**src/rtl/core/p2fm_pkg.sv**
```systemverilog
package p2fm_pkg;

  localparam logic [30:0] SRC_CLOCK_RST = 31'd1789772;
  localparam logic [22:0] RATE_LIM      = 23'd7159090;  // 2 * 3579545
  localparam logic [21:0] RATE_DEN      = 22'd3579545;
  localparam logic [7:0]  FM_FNUM_BASE  = 8'hA0;
  localparam logic [7:0]  FM_BLK_BASE   = 8'hB0;
  localparam logic [7:0]  FM_ATT_BASE   = 8'h43;
  localparam logic [7:0]  FM_KEY_ON     = 8'h20;
  localparam logic [5:0]  ATT_MUTE      = 6'h3F;
  localparam logic [9:0]  FNUM_MAX      = 10'h3FF;
  localparam logic [2:0]  BLK_MAX       = 3'd7;
  localparam logic [3:0]  SRC_TONE_LAST = 4'd5;
  localparam logic [3:0]  SRC_MIXER     = 4'd7;
  localparam logic [3:0]  SRC_VOL_FIRST = 4'd8;
  localparam logic [3:0]  SRC_VOL_LAST  = 4'd10;
  localparam int unsigned DIV_STEPS     = 10;

  localparam logic [5:0] VOL_TAB0 [16] = '{
    6'd32, 6'd32, 6'd31, 6'd31, 6'd31, 6'd30, 6'd30, 6'd28,
    6'd28, 6'd25, 6'd24, 6'd22, 6'd20, 6'd18, 6'd16, 6'd13};
  localparam logic [5:0] VOL_TAB1 [16] = '{
    6'd10, 6'd10, 6'd10, 6'd9, 6'd9, 6'd9, 6'd9, 6'd9,
    6'd9,  6'd9,  6'd8,  6'd8, 6'd7, 6'd6, 6'd5, 6'd3};

  typedef struct packed {
    logic       load;
    logic       decode;
    logic       mul;
    logic       classify;
    logic       prep;
    logic       div_step;
    logic       fill;
    logic       out_load;
    logic [1:0] out_idx;
    logic       out_last;
  } p2fm_cmd_t;

  typedef struct packed {
    logic       tone_go;
    logic [1:0] imm_cnt;
    logic [1:0] res_cnt;
  } p2fm_sts_t;

  function automatic logic [5:0] vol_atten(input logic kind, input logic [3:0] vol);
    vol_atten = kind ? VOL_TAB1[vol] : VOL_TAB0[vol];
  endfunction

endpackage

```
**src/rtl/core/p2fm_dp.sv**
```systemverilog
module p2fm_dp (
  input  logic                clk_i,
  input  logic                rst_ni,
  input  p2fm_pkg::p2fm_cmd_t cmd_i,
  output p2fm_pkg::p2fm_sts_t sts_o,
  input  logic [30:0]         src_clock_i,
  input  logic                chip_kind_i,
  input  logic [3:0]          reg_addr_i,
  input  logic [7:0]          reg_data_i,
  output logic [7:0]          fm_addr_o,
  output logic [7:0]          fm_data_o,
  output logic                last_write_o
);
  import p2fm_pkg::*;

  logic [3:0]  addr_q;
  logic [7:0]  data_q;
  logic [7:0]  tone_q [6];
  logic [12:0] last_per_q [3];   // top bit marks "never seen"
  logic [3:0]  last_vol_q [3];
  logic [5:0]  atten_q [3];
  logic [7:0]  mask_q;

  logic [7:0]  res_addr_q [3];
  logic [7:0]  res_data_q [3];
  logic [1:0]  res_cnt_q;

  logic [11:0] p_q;
  logic [1:0]  tch_q;
  logic [34:0] p9c_q, lim_q;
  logic [18:0] p110_q;
  logic [19:0] p220_q;
  logic [33:0] den_q;
  logic        zero_q, top_q, ovf_q;
  logic [2:0]  blk_q;
  logic [55:0] rem_q, div_q;
  logic [9:0]  quo_q;
  logic [7:0]  fm_addr_q, fm_data_q;
  logic        last_q;

  // decode
  logic [1:0]  tch;
  logic [7:0]  lo, hi;
  logic [11:0] period;
  logic        is_tone, is_vol, tone_go, vol_chg;
  logic [1:0]  vch;
  logic [5:0]  att_new;
  logic [7:0]  diff;
  logic [7:0]  e_addr [3];
  logic [7:0]  e_data [3];
  logic [1:0]  imm_cnt;

  always_comb begin
    tch     = addr_q[2:1];
    lo      = addr_q[0] ? tone_q[{tch, 1'b0}] : data_q;
    hi      = addr_q[0] ? data_q : tone_q[{tch, 1'b1}];
    period  = {hi[3:0], lo};
    is_tone = addr_q <= SRC_TONE_LAST;
    tone_go = is_tone && ({1'b0, period} != last_per_q[tch]);
    is_vol  = (addr_q >= SRC_VOL_FIRST) && (addr_q <= SRC_VOL_LAST);
    vch     = addr_q[1:0];
    vol_chg = is_vol && (data_q[3:0] != last_vol_q[vch]);
    att_new = vol_atten(chip_kind_i, data_q[3:0]);
    diff    = mask_q ^ data_q;
    imm_cnt = 2'd0;
    for (int i = 0; i < 3; i++) begin
      e_addr[i] = 8'h00;
      e_data[i] = 8'h00;
    end
    if (addr_q == SRC_MIXER) begin
      for (int c = 0; c < 3; c++) begin
        if (diff[c]) begin
          e_addr[imm_cnt] = FM_ATT_BASE + 8'(c);
          e_data[imm_cnt] = {2'b00, data_q[c] ? ATT_MUTE : atten_q[c]};
          imm_cnt         = imm_cnt + 2'd1;
        end
      end
    end else if (vol_chg) begin
      e_addr[0] = FM_ATT_BASE + {6'b0, vch};
      e_data[0] = {2'b00, mask_q[vch] ? ATT_MUTE : att_new};
      imm_cnt   = 2'd1;
    end
  end

  // frequency classification and divider setup
  logic [2:0]  blk_c;
  logic [55:0] rem_c, d2_c;
  always_comb begin
    blk_c = 3'd0;
    for (int k = 1; k <= 7; k++) begin
      if ({4'b0, src_clock_i} >= (35'(p220_q) << k)) blk_c = 3'(k);
    end
    rem_c = (56'(p9c_q) << (5'd20 - {2'b0, blk_q})) + 56'(den_q);
    d2_c  = 56'(den_q) << 1;
  end

  logic [9:0] fn;
  logic [2:0] blk;
  always_comb begin
    if (zero_q) begin
      fn  = 10'd0;
      blk = 3'd0;
    end else if (top_q) begin
      fn  = FNUM_MAX;
      blk = BLK_MAX;
    end else begin
      fn  = ovf_q ? FNUM_MAX : quo_q;
      blk = blk_q;
    end
  end

  always_ff @(posedge clk_i or negedge rst_ni) begin
    if (!rst_ni) begin
      for (int i = 0; i < 6; i++) tone_q[i] <= 8'h00;
      for (int i = 0; i < 3; i++) begin
        last_per_q[i] <= 13'h1FFF;
        last_vol_q[i] <= 4'h0;
        atten_q[i]    <= VOL_TAB0[0];
      end
      mask_q    <= 8'hFF;
      res_cnt_q <= 2'd0;
    end else begin
      if (cmd_i.decode) begin
        if (is_tone) tone_q[addr_q[2:0]] <= data_q;
        if (tone_go) last_per_q[tch] <= {1'b0, period};
        if (addr_q == SRC_MIXER) mask_q <= data_q;
        if (vol_chg) begin
          last_vol_q[vch] <= data_q[3:0];
          atten_q[vch]    <= att_new;
        end
        res_cnt_q <= imm_cnt;
      end
      if (cmd_i.fill) res_cnt_q <= 2'd2;
    end
  end

  always_ff @(posedge clk_i) begin
    if (cmd_i.load) begin
      addr_q <= reg_addr_i;
      data_q <= reg_data_i;
    end
    if (cmd_i.decode) begin
      p_q   <= period;
      tch_q <= tch;
      for (int i = 0; i < 3; i++) begin
        res_addr_q[i] <= e_addr[i];
        res_data_q[i] <= e_data[i];
      end
    end
    if (cmd_i.mul) begin
      p9c_q  <= (35'(src_clock_i) << 3) + 35'(src_clock_i);
      lim_q  <= 35'(RATE_LIM) * 35'(p_q);
      p110_q <= 19'(p_q) * 19'd110;
      p220_q <= 20'(p_q) * 20'd220;
      den_q  <= 34'(RATE_DEN) * 34'(p_q);
    end
    if (cmd_i.classify) begin
      zero_q <= (p_q == 12'd0) || (p9c_q > lim_q) || (src_clock_i <= 31'(p110_q));
      top_q  <= {4'b0, src_clock_i} >= (35'(p220_q) << 8);
      blk_q  <= blk_c;
    end
    if (cmd_i.prep) begin
      rem_q <= rem_c;
      div_q <= d2_c << (DIV_STEPS - 1);
      ovf_q <= rem_c >= (d2_c << DIV_STEPS);
      quo_q <= 10'd0;
    end
    if (cmd_i.div_step) begin
      if (rem_q >= div_q) begin
        rem_q <= rem_q - div_q;
        quo_q <= {quo_q[8:0], 1'b1};
      end else begin
        quo_q <= {quo_q[8:0], 1'b0};
      end
      div_q <= div_q >> 1;
    end
    if (cmd_i.fill) begin
      res_addr_q[0] <= FM_FNUM_BASE | {6'b0, tch_q};
      res_data_q[0] <= fn[7:0];
      res_addr_q[1] <= FM_BLK_BASE | {6'b0, tch_q};
      res_data_q[1] <= FM_KEY_ON | {3'b0, blk, fn[9:8]};
    end
    if (cmd_i.out_load) begin
      fm_addr_q <= res_addr_q[cmd_i.out_idx];
      fm_data_q <= res_data_q[cmd_i.out_idx];
      last_q    <= cmd_i.out_last;
    end
  end

  assign sts_o.tone_go = tone_go;
  assign sts_o.imm_cnt = imm_cnt;
  assign sts_o.res_cnt = res_cnt_q;
  assign fm_addr_o     = fm_addr_q;
  assign fm_data_o     = fm_data_q;
  assign last_write_o  = last_q;

endmodule

```
**src/rtl/core/p2fm_ctrl.sv**
```systemverilog
module p2fm_ctrl (
  input  logic                clk_i,
  input  logic                rst_ni,
  input  logic                in_valid_i,
  output logic                in_stall_o,
  output logic                out_valid_o,
  input  logic                out_stall_i,
  output p2fm_pkg::p2fm_cmd_t cmd_o,
  input  p2fm_pkg::p2fm_sts_t sts_i
);
  import p2fm_pkg::*;

  typedef enum logic [2:0] {
    ST_IDLE, ST_DECODE, ST_MUL, ST_CLASS, ST_PREP, ST_DIV, ST_FILL, ST_EMIT
  } state_e;

  state_e     state_q;
  logic [3:0] step_q;
  logic [1:0] idx_q;
  logic       out_valid_q;

  logic free, last;
  assign free = !out_valid_q || !out_stall_i;
  assign last = idx_q == (sts_i.res_cnt - 2'd1);

  always_comb begin
    cmd_o          = '0;
    cmd_o.load     = (state_q == ST_IDLE) && in_valid_i;
    cmd_o.decode   = state_q == ST_DECODE;
    cmd_o.mul      = state_q == ST_MUL;
    cmd_o.classify = state_q == ST_CLASS;
    cmd_o.prep     = state_q == ST_PREP;
    cmd_o.div_step = state_q == ST_DIV;
    cmd_o.fill     = state_q == ST_FILL;
    cmd_o.out_load = (state_q == ST_EMIT) && free;
    cmd_o.out_idx  = idx_q;
    cmd_o.out_last = last;
  end

  always_ff @(posedge clk_i or negedge rst_ni) begin
    if (!rst_ni) begin
      state_q     <= ST_IDLE;
      step_q      <= 4'd0;
      idx_q       <= 2'd0;
      out_valid_q <= 1'b0;
    end else begin
      if (cmd_o.out_load) out_valid_q <= 1'b1;
      else if (!out_stall_i) out_valid_q <= 1'b0;
      unique case (state_q)
        ST_IDLE:   if (in_valid_i) state_q <= ST_DECODE;
        ST_DECODE: begin
          idx_q <= 2'd0;
          if (sts_i.tone_go) state_q <= ST_MUL;
          else if (sts_i.imm_cnt != 2'd0) state_q <= ST_EMIT;
          else state_q <= ST_IDLE;
        end
        ST_MUL:    state_q <= ST_CLASS;
        ST_CLASS:  state_q <= ST_PREP;
        ST_PREP: begin
          step_q  <= 4'd0;
          state_q <= ST_DIV;
        end
        ST_DIV: begin
          step_q <= step_q + 4'd1;
          if (step_q == 4'(DIV_STEPS - 1)) state_q <= ST_FILL;
        end
        ST_FILL:   state_q <= ST_EMIT;
        ST_EMIT: begin
          if (free) begin
            idx_q <= idx_q + 2'd1;
            if (last) state_q <= ST_IDLE;
          end
        end
        default:   state_q <= ST_IDLE;
      endcase
    end
  end

  assign in_stall_o  = state_q != ST_IDLE;
  assign out_valid_o = out_valid_q;

endmodule

```
**src/rtl/core/psg_to_fm_register_translator.sv**
```systemverilog
// A volume or mixer write is decoded and its results are emitted directly; a tone period
//   change also passes multiply, classify, divider prep, a 10-step divider and fill.
// One input beat at a time: in_stall_o stays high until the beat's last result is loaded
//   into the output register, also while the output side stalls; a beat with no results frees it after decode.
// Reset (rst_ni, async, active low): translation state returns to power-on values,
//   source_clock to 1789772, chip_kind to 0; no clearing pass.
module psg_to_fm_register_translator (
  input  logic        clk_i,
  input  logic        rst_ni,
  // configuration port
  input  logic        psel,
  input  logic        penable,
  input  logic        pwrite,
  input  logic [2:0]  paddr,
  input  logic [31:0] pwdata,
  output logic [31:0] prdata,
  output logic        pready,
  // source register writes
  input  logic        in_valid_i,
  output logic        in_stall_o,
  input  logic [3:0]  reg_addr_i,
  input  logic [7:0]  reg_data_i,
  // FM register writes
  output logic        out_valid_o,
  input  logic        out_stall_i,
  output logic [7:0]  fm_addr_o,
  output logic [7:0]  fm_data_o,
  output logic        last_write_o
);
  import p2fm_pkg::*;

  // Register map: 0x0 source_clock (31 bits), 0x4 chip_kind (1 bit).
  // Only paddr[2] is decoded, so the low address bits alias.
  logic [30:0] src_clock_q;
  logic        chip_kind_q;
  logic        wr_en;

  assign pready = 1'b1;
  assign wr_en  = psel && penable && pwrite;

  always_ff @(posedge clk_i or negedge rst_ni) begin
    if (!rst_ni) begin
      src_clock_q <= SRC_CLOCK_RST;
      chip_kind_q <= 1'b0;
    end else if (wr_en) begin
      if (paddr[2]) chip_kind_q <= pwdata[0];
      else src_clock_q <= pwdata[30:0];
    end
  end

  assign prdata = paddr[2] ? {31'b0, chip_kind_q} : {1'b0, src_clock_q};

  // Controller sequences decode, frequency maths and output beats; the
  // datapath holds the shadow registers, the divider and the result slots.
  p2fm_cmd_t cmd;
  p2fm_sts_t sts;

  p2fm_ctrl u_ctrl (
    .clk_i       (clk_i),
    .rst_ni      (rst_ni),
    .in_valid_i  (in_valid_i),
    .in_stall_o  (in_stall_o),
    .out_valid_o (out_valid_o),
    .out_stall_i (out_stall_i),
    .cmd_o       (cmd),
    .sts_i       (sts)
  );

  p2fm_dp u_dp (
    .clk_i        (clk_i),
    .rst_ni       (rst_ni),
    .cmd_i        (cmd),
    .sts_o        (sts),
    .src_clock_i  (src_clock_q),
    .chip_kind_i  (chip_kind_q),
    .reg_addr_i   (reg_addr_i),
    .reg_data_i   (reg_data_i),
    .fm_addr_o    (fm_addr_o),
    .fm_data_o    (fm_data_o),
    .last_write_o (last_write_o)
  );

endmodule

```
**config.mk**
```make
export PLATFORM = sky130hd
export DESIGN_NAME = psg_to_fm_register_translator
export DESIGN_NICKNAME = d
export VERILOG_FILES = /design/src/rtl/core/p2fm_pkg.sv /design/src/rtl/core/p2fm_dp.sv /design/src/rtl/core/p2fm_ctrl.sv /design/src/rtl/core/psg_to_fm_register_translator.sv
export SDC_FILE = /design/constraint.sdc
export NUM_CORES = 2
export LEC_CHECK = 0
export BUFFER_PORTS_ARGS = -buffer_cell sky130_fd_sc_hd__buf_2
export CAP_MARGIN = 40
export CORE_MARGIN = 3
export CORE_UTILIZATION = 30
export CTS_CLUSTER_SIZE = 10
export DETAILED_ROUTE_END_ITERATION = 6
export GPL_TIMING_DRIVEN = 0
export PLACE_DENSITY = 0.45
export SYNTH_ARGS = -nofsm -noshare
export SYNTH_HDL_FRONTEND = slang
export SYNTH_SLANG_ARGS = --single-unit
export TNS_END_PERCENT = 100
```
**constraint.sdc**
```tcl
create_clock -name clk_i -period 8.8 [get_ports clk_i]
set_input_delay 0.88 -clock clk_i [delete_from_list [all_inputs] [get_ports clk_i]]
set_output_delay 0.88 -clock clk_i [all_outputs]
set_load 0.05 [all_outputs]
```
# Word-level counts from Yosys, hierarchy flattened

Memory sizes are Yosys's and may differ from the RTL's. A register that Yosys moved wholly into a read port is not among the register bits.
Cells that the tools add are included.

Bits in registers: 447
Memory bits (writable): 48
ROM bits: 192
Input port bits: 54
Output and inout bits: 52
Word-level logic and storage cells: 270
Memories: 4

Memory list:

| memory           | depth | width | rd ports | clocked after Yosys merged registers in | wr ports | line           | text |
|---|---|---|---|---|---|---|---|
| (name not given) | 16    | 6     | 1        | 0                                       | 0        | p2fm_pkg.sv:46 | `vol_atten = kind ? VOL_TAB1[vol] : VOL_TAB0[vol];` |
| (name not given) | 16    | 6     | 1        | 0                                       | 0        | p2fm_pkg.sv:46 |  |
| u_dp.res_addr_q  | 3     | 8     | 1        | 1                                       | 3        | p2fm_dp.sv:24  | `logic [7:0] res_addr_q [3];` |
| u_dp.res_data_q  | 3     | 8     | 1        | 1                                       | 3        | p2fm_dp.sv:25  | `logic [7:0] res_data_q [3];` |

Add/subtract/negate cells: 10
$mul: 4
Order comparisons: 29
Eq/ne operators: 17
Shifts and indexed selects: 1
Multiplexer cells: 108
Bitwise operators: 20
Reduce and logical (&&, ||, !) cells: 34

Operators with widths:

| kind                     | count |
|---|---|
| $mux W56                 | 3 |
| $mux W24                 | 6 |
| $mux W8                  | 15 |
| $mux W6                  | 12 |
| $mul A22 B12 Y34 const A | 2 |
| $add A56 B34 Y56         | 1 |
| $ge A56 B44 Y1           | 1 |
| $ge A56 B45 Y1           | 1 |
| $shl A35 B5 Y56          | 1 |
| $sub A56 B44 Y56         | 1 |
| $mux W10                 | 5 |
| $bmux W8 S3              | 2 |
| $bwmux W24               | 2 |
| $bwmux W48               | 1 |
| $mux W44                 | 1 |
| $mux W43                 | 1 |
| $bwmux W39               | 1 |
| $mux W13                 | 3 |
| $mul A12 B6 Y18 const B  | 2 |
| $add A34 B31 Y35         | 1 |
| $gt A35 B35 Y1           | 1 |
| $demux W8 S2             | 2 |
| $mux W16                 | 2 |
| $ge A31 B21 Y1           | 1 |
| 72 further kinds         | 155 |

# Longest topological paths before layout

Word-level depth: 16
Mapped depth: 40
Mapped depth without buffers: 33

# Modules after synthesis

Synthesis repeated with hierarchy kept, for this count alone.

Cells, all modules: 3,913
Area total of the unflattened synthesis: 37,968.9 sq um

By module, submodules not included:

| module                        | times used | cells each | area an instance (sq um) | sequential area each (sq um) |
|---|---|---|---|---|
| p2fm_dp                       | 1          | 3,729      | 35,718.0                 | 10,392.5 |
| psg_to_fm_register_translator | 1          | 107        | 1,585.3                  | 815.8 |
| p2fm_ctrl                     | 1          | 77         | 665.6                    | 250.2 |

# Least setup slack after synthesis

OpenSTA, ideal clock, no wires.

Path kind: register -> register
From: register u_dp.blk_q[0]
To: register u_dp.ovf_q, data pin
Setup time: 0.272 ns
Data arrival time: 7.159 ns
Data required time: 8.528 ns
Setup slack: 1.369 ns
Stages on the path, launching flop included: 38
Path buffers: 8
Clock period less this slack: 7.431 ns
Path through: edfxtp_1 -> buf_6 -> buf_12 -> inv_2 -> ha_1 -> buf_4 -> buf_4 -> buf_4 -> buf_2 -> buf_1 -> mux2_2 -> o21ai_0 -> o21ai_0 -> a21oi_1 -> nor2_1 -> ha_1 -> clkbuf_1 -> a21o_1 -> [2 not listed] -> o31ai_1 -> o21a_1 -> o21bai_1 -> a21o_1 -> a21oi_1 -> xnor2_1 -> ha_1 -> a21o_1 -> a21o_1 -> a21oi_1 -> nor2b_1 -> o21ai_0 -> nand2b_1 -> a211oi_1 -> a211o_1 -> nand4_1 -> a211o_1 -> or4_1

Cells in the longest elaborated chain, start to end: 4

RTL lines:

| element                  | line           | text |
|---|---|---|
| start: declaration       | p2fm_dp.sv:35  | `logic [2:0] blk_q;` |
| start signal: assignment | p2fm_dp.sv:160 | `blk_q <= blk_c;` |
| $sub A5 B3 Y5            | p2fm_dp.sv:93  | `rem_c = (56'(p9c_q) << (5'd20 - {2'b0, blk_q})) + 56'(den_q);` |
| $shl A35 B5 Y56          | p2fm_dp.sv:93  |  |
| $add A56 B34 Y56         | p2fm_dp.sv:93  |  |
| $ge A56 B45 Y1           | p2fm_dp.sv:165 | `ovf_q <= rem_c >= (d2_c << DIV_STEPS);` |
| end signal: assignment   | p2fm_dp.sv:165 |  |
| end: declaration         | p2fm_dp.sv:34  | `logic zero_q, top_q, ovf_q;` |

No other way between the ends.
A chain may end at the register's enable or synchronous reset.

# Final worst setup path

Ends and elaborated chain as after synthesis.

==> run summary <==
Cell at the root of the clock tree: clkbuf_16
Final setup violating endpoints: 0
Per-cell routed wire length: 20.9 µm
Fraction of power spent switching nets: 0.450
Final Slew Violations: 0
Minimum setup slack among reg-to-reg paths: 0.43 ns
Slew headroom: 0.399
Dpl cells: 5647
Later-pin clock latency in the skew report: 0.66 ns
Vias per inst: 5.14
Pwr dens: 349 nW/µm²
Post-route DRC violation count: 0
Status: complete, no violations
Most frequent cell on the critical path: ha_1
# nets final: 4733
Antenna-violating nets left: 0
Avg Cell Area, Syn: 9.59 µm²
Yosys warnings: 0
Sequential-to-total area share from yosys stat: 0.306
Height of the die: 359 µm
Total power consumption of the routed design: 14.7 mW
Relative contribution of combinational cells to total power: 0.604
Maximum number of pins on one net before global-route repair: 107
Number of global-route vias before repair: 29.9k
Die width: 359 µm
Net switching power figure: 6.63 mW
Number of H-tree levels: 2
Clock power share: 0.151
First-pass GRT wire length: 186000 µm
Port buffer count: 99
Rows: 128
Fin cells: 5752
Max-cap viol count: 0
Sort of element at the end of the critical path: flip-flop
Worst Path Arrival: 8.71 ns
Worst Tran Pin Value: 0.892 ns
Vias: 29.6k
Worst clock skew: 0.0574 ns
Critical path start-end classification: reg2reg
Area added between synthesis and finish: 12.6%
Share of synthesized flip-flops with an asynchronous set or reset: 0.360
Highest-delay cell along the critical path: edfxtp_1
Final hold viol count: 0
Clock period minus worst slack: 8.37 ns
Required time of the critical path: 9.14 ns
Combined global-route utilization of all metal layers: 0.184
Clock tree from TritonCTS: done
FF+latch count, synth: 425
Number of buffers created by CTS: 55
HP Class: in2async
Final weighted congestion of routability-driven global placement: 0.903
Boundary Pins: 106
Routed Wire Length: 120000 µm
Syn Inst Count: 3903
Placement Setup Slack: -1.28 ns
Largest fanout on the critical path: 10
Post-CTS Hold Buffers: 0
Number of DRC markers in iteration 0: 1752
Post-route fraction of the period consumed by the critical path: 0.951
Unrepaired setup endpoints after global routing: false
Clock tree buffer depth: 3
Predominant post-synthesis flop cell: edfxtp_1
EDFF count, synth: 211
Maximum clock rate: 119 MHz
P_int: 8.08 mW
Setup WS post-layout: 0.431 ns
DPL Wire Length: 94800 µm
Starting Density: 0.305
Part of the total power dissipated in sequential elements: 0.244
Placeable core region: 123000 µm²
Sinks on Clock Net: 425
Pleak: 18.5 nW
Syn Std Cell Area: 37400 µm²
Count of different cell masters after synthesis: 93
GR Overflow Total: 0
Floorplan die area: 129000 µm²
Critical Path Max Stage Delay: 0.47 ns
Share of post-route cells with drive strength above 1: 0.118
Startpoint Class: flip-flop
DRT Pass-1 Iters: 5
Number of antenna violations at the first check in global routing: 1
CTS clock-pin slew for the worst setup and hold paths: 0.06 ns
Layout filler cell count: 12.6k
Worst vdd rail ir drop: 0.000220 V
[worst max-delay path, delay by kind of cell (launching register included)]
| kind | cells | cell delay, ns |
|---|---|---|
| AOI/OAI and AO/OA | 16 | 3.61 |
| xor gates and xnor gates | 1 | 0.19 |
| and+or+nand+nor | 4 | 0.86 |
| adders and majority gates | 4 | 1.18 |
| DFF | 1 | 0.47 |
| buffers and inverters | 8 | 1.70 |
[sequential cells by signal, indices dropped and copies added (netlist names), 18 cells and up]
name and count:
u_dp.rem_q 56, u_dp.div_q 44, u_dp.last_per_q 39, u_dp.tone_q 36, u_dp.p9c_q 35, u_dp.lim_q 34, src_clock_q 31, u_dp.res_data_q 20
u_dp.atten_q 18
[layer usage]
layer  routed length (µm)  global-route usage  vias to the layer above  part of all wire
met5                    0                   0                        -                 0
met4                 2890              0.0457                        0             0.024
met3                 3180              0.0163                      111             0.026
met2                55100               0.300                      461              0.46
met1                59300               0.262                    14459              0.49
li1                     -                   -                    14562                 -
[metrics by stage]
stage / hold slack (ns) / setup TNS [ns] / utilization / area [µm²]
2_1_floorplan: 0.441 / 0 / - / 37400
3_3_place_gp: 0.455 / -1.31 / 0.325 / 40000
3_5_place_dp: 0.462 / -1.28 / 0.328 / 40300
4_1_cts: 0.110 / 0 / 0.342 / 42100
5_1_grt: 0.135 / 0 / 0.343 / 42100
6_report: 0.142 / 0 / 0.343 / 42100
[cells by family after synthesis]
kind of cell    Yosys count  synth area share
compound gates          983             0.165
xor+xnor                179            0.0419
fa+ha+maj               599             0.223
buf+inv                 456            0.0481
flops                   425             0.306
mux                     261            0.0876
other cells               2          0.000201
simple gates            998             0.129
[final cells by class]
class	count	area (µm²)	area share
antenna	1	2.50	0.0000594
buffer	137	624	0.0148
clock buffer	86	1550	0.0368
clock inverter	17	203	0.00481
inverter	316	1190	0.0282
multi-input combinational	3023	24300	0.576
sequential	425	11500	0.272
tap	1625	2030	0.0482
timing repair buffer	122	825	0.0196
[synthesized netlist by cell type, types with 15 or more instances]
library cell / n / share of area
o21a_1: 44 / 0.0088
clkbuf_1: 107 / 0.011
nand3_1: 60 / 0.0080
dfstp_2: 58 / 0.041
a21o_1: 122 / 0.024
nand4_1: 65 / 0.011
a211oi_1: 33 / 0.0066
edfxtp_1: 211 / 0.17
mux4_1: 18 / 0.013
and3_1: 29 / 0.0048
xor2_1: 49 / 0.011
nand2_1: 305 / 0.031
mux4_2: 16 / 0.0096
fa_1: 113 / 0.060
ha_1: 486 / 0.16
o31ai_1: 24 / 0.0048
dfrtp_1: 95 / 0.064
nor4_1: 20 / 0.0033
or3_1: 24 / 0.0040
nor3_1: 50 / 0.0067
nor2_1: 255 / 0.026
xnor2_1: 130 / 0.030
o21bai_1: 26 / 0.0052
buf_1: 15 / 0.0015
or2_2: 16 / 0.0027
o21ai_0: 264 / 0.035
a31oi_1: 33 / 0.0055
and2_1: 29 / 0.0048
nor2b_1: 69 / 0.012
dfxtp_1: 61 / 0.033
mux2i_1: 87 / 0.023
inv_1: 309 / 0.031
nand2b_1: 31 / 0.0052
a21oi_1: 273 / 0.036
mux2_2: 140 / 0.042
[worst paths after layout]
kind / depth (start not counted) / from / to
max: 33 / u_dp.blk_q[0] / u_dp.ovf_q
min: 1 / rst_ni / src_clock_q[18]
max reg2reg: 33 / u_dp.blk_q[0] / u_dp.ovf_q
min reg2reg: 2 / u_dp.rem_q[21] / u_dp.rem_q[21]
max in group asynchronous: 2 / rst_ni / u_ctrl.step_q[2]
min in group clk_i: 1 / reg_addr_i[0] / u_dp.addr_q[0]
[what timing repair did]
item                       in CTS  in global routing
pin swaps                       2                  3
gates resized for setup        20                 16
setup buffers                   1                  2
cloned                          0                  0
setup endpoints to repair       1                  1
[cells in the final DEF (no fill, tap or decap), types with 106 or more instances in the layout]
| cell | instances |
|---|---|
| buf_2 | 106 |
| mux2_2 | 140 |
| clkbuf_1 | 123 |
| a21o_1 | 122 |
| o21ai_0 | 260 |
| inv_1 | 308 |
| a21oi_1 | 271 |
| nand2_1 | 305 |
| fa_1 | 113 |
| nor2_1 | 254 |
| ha_1 | 486 |
| edfxtp_1 | 211 |
| xnor2_1 | 129 |
[power groups by stage]
stage	combinational (mW)	sequential (mW)	clock [mW]
global placement	8.80	3.64	0
floorplan	6.57	3.53	0
global route	10.1	3.67	2.39
detailed placement	8.84	3.63	0
CTS	8.92	3.60	2.31
finish	8.89	3.60	2.23
Power figures use the tool's default switching activity.
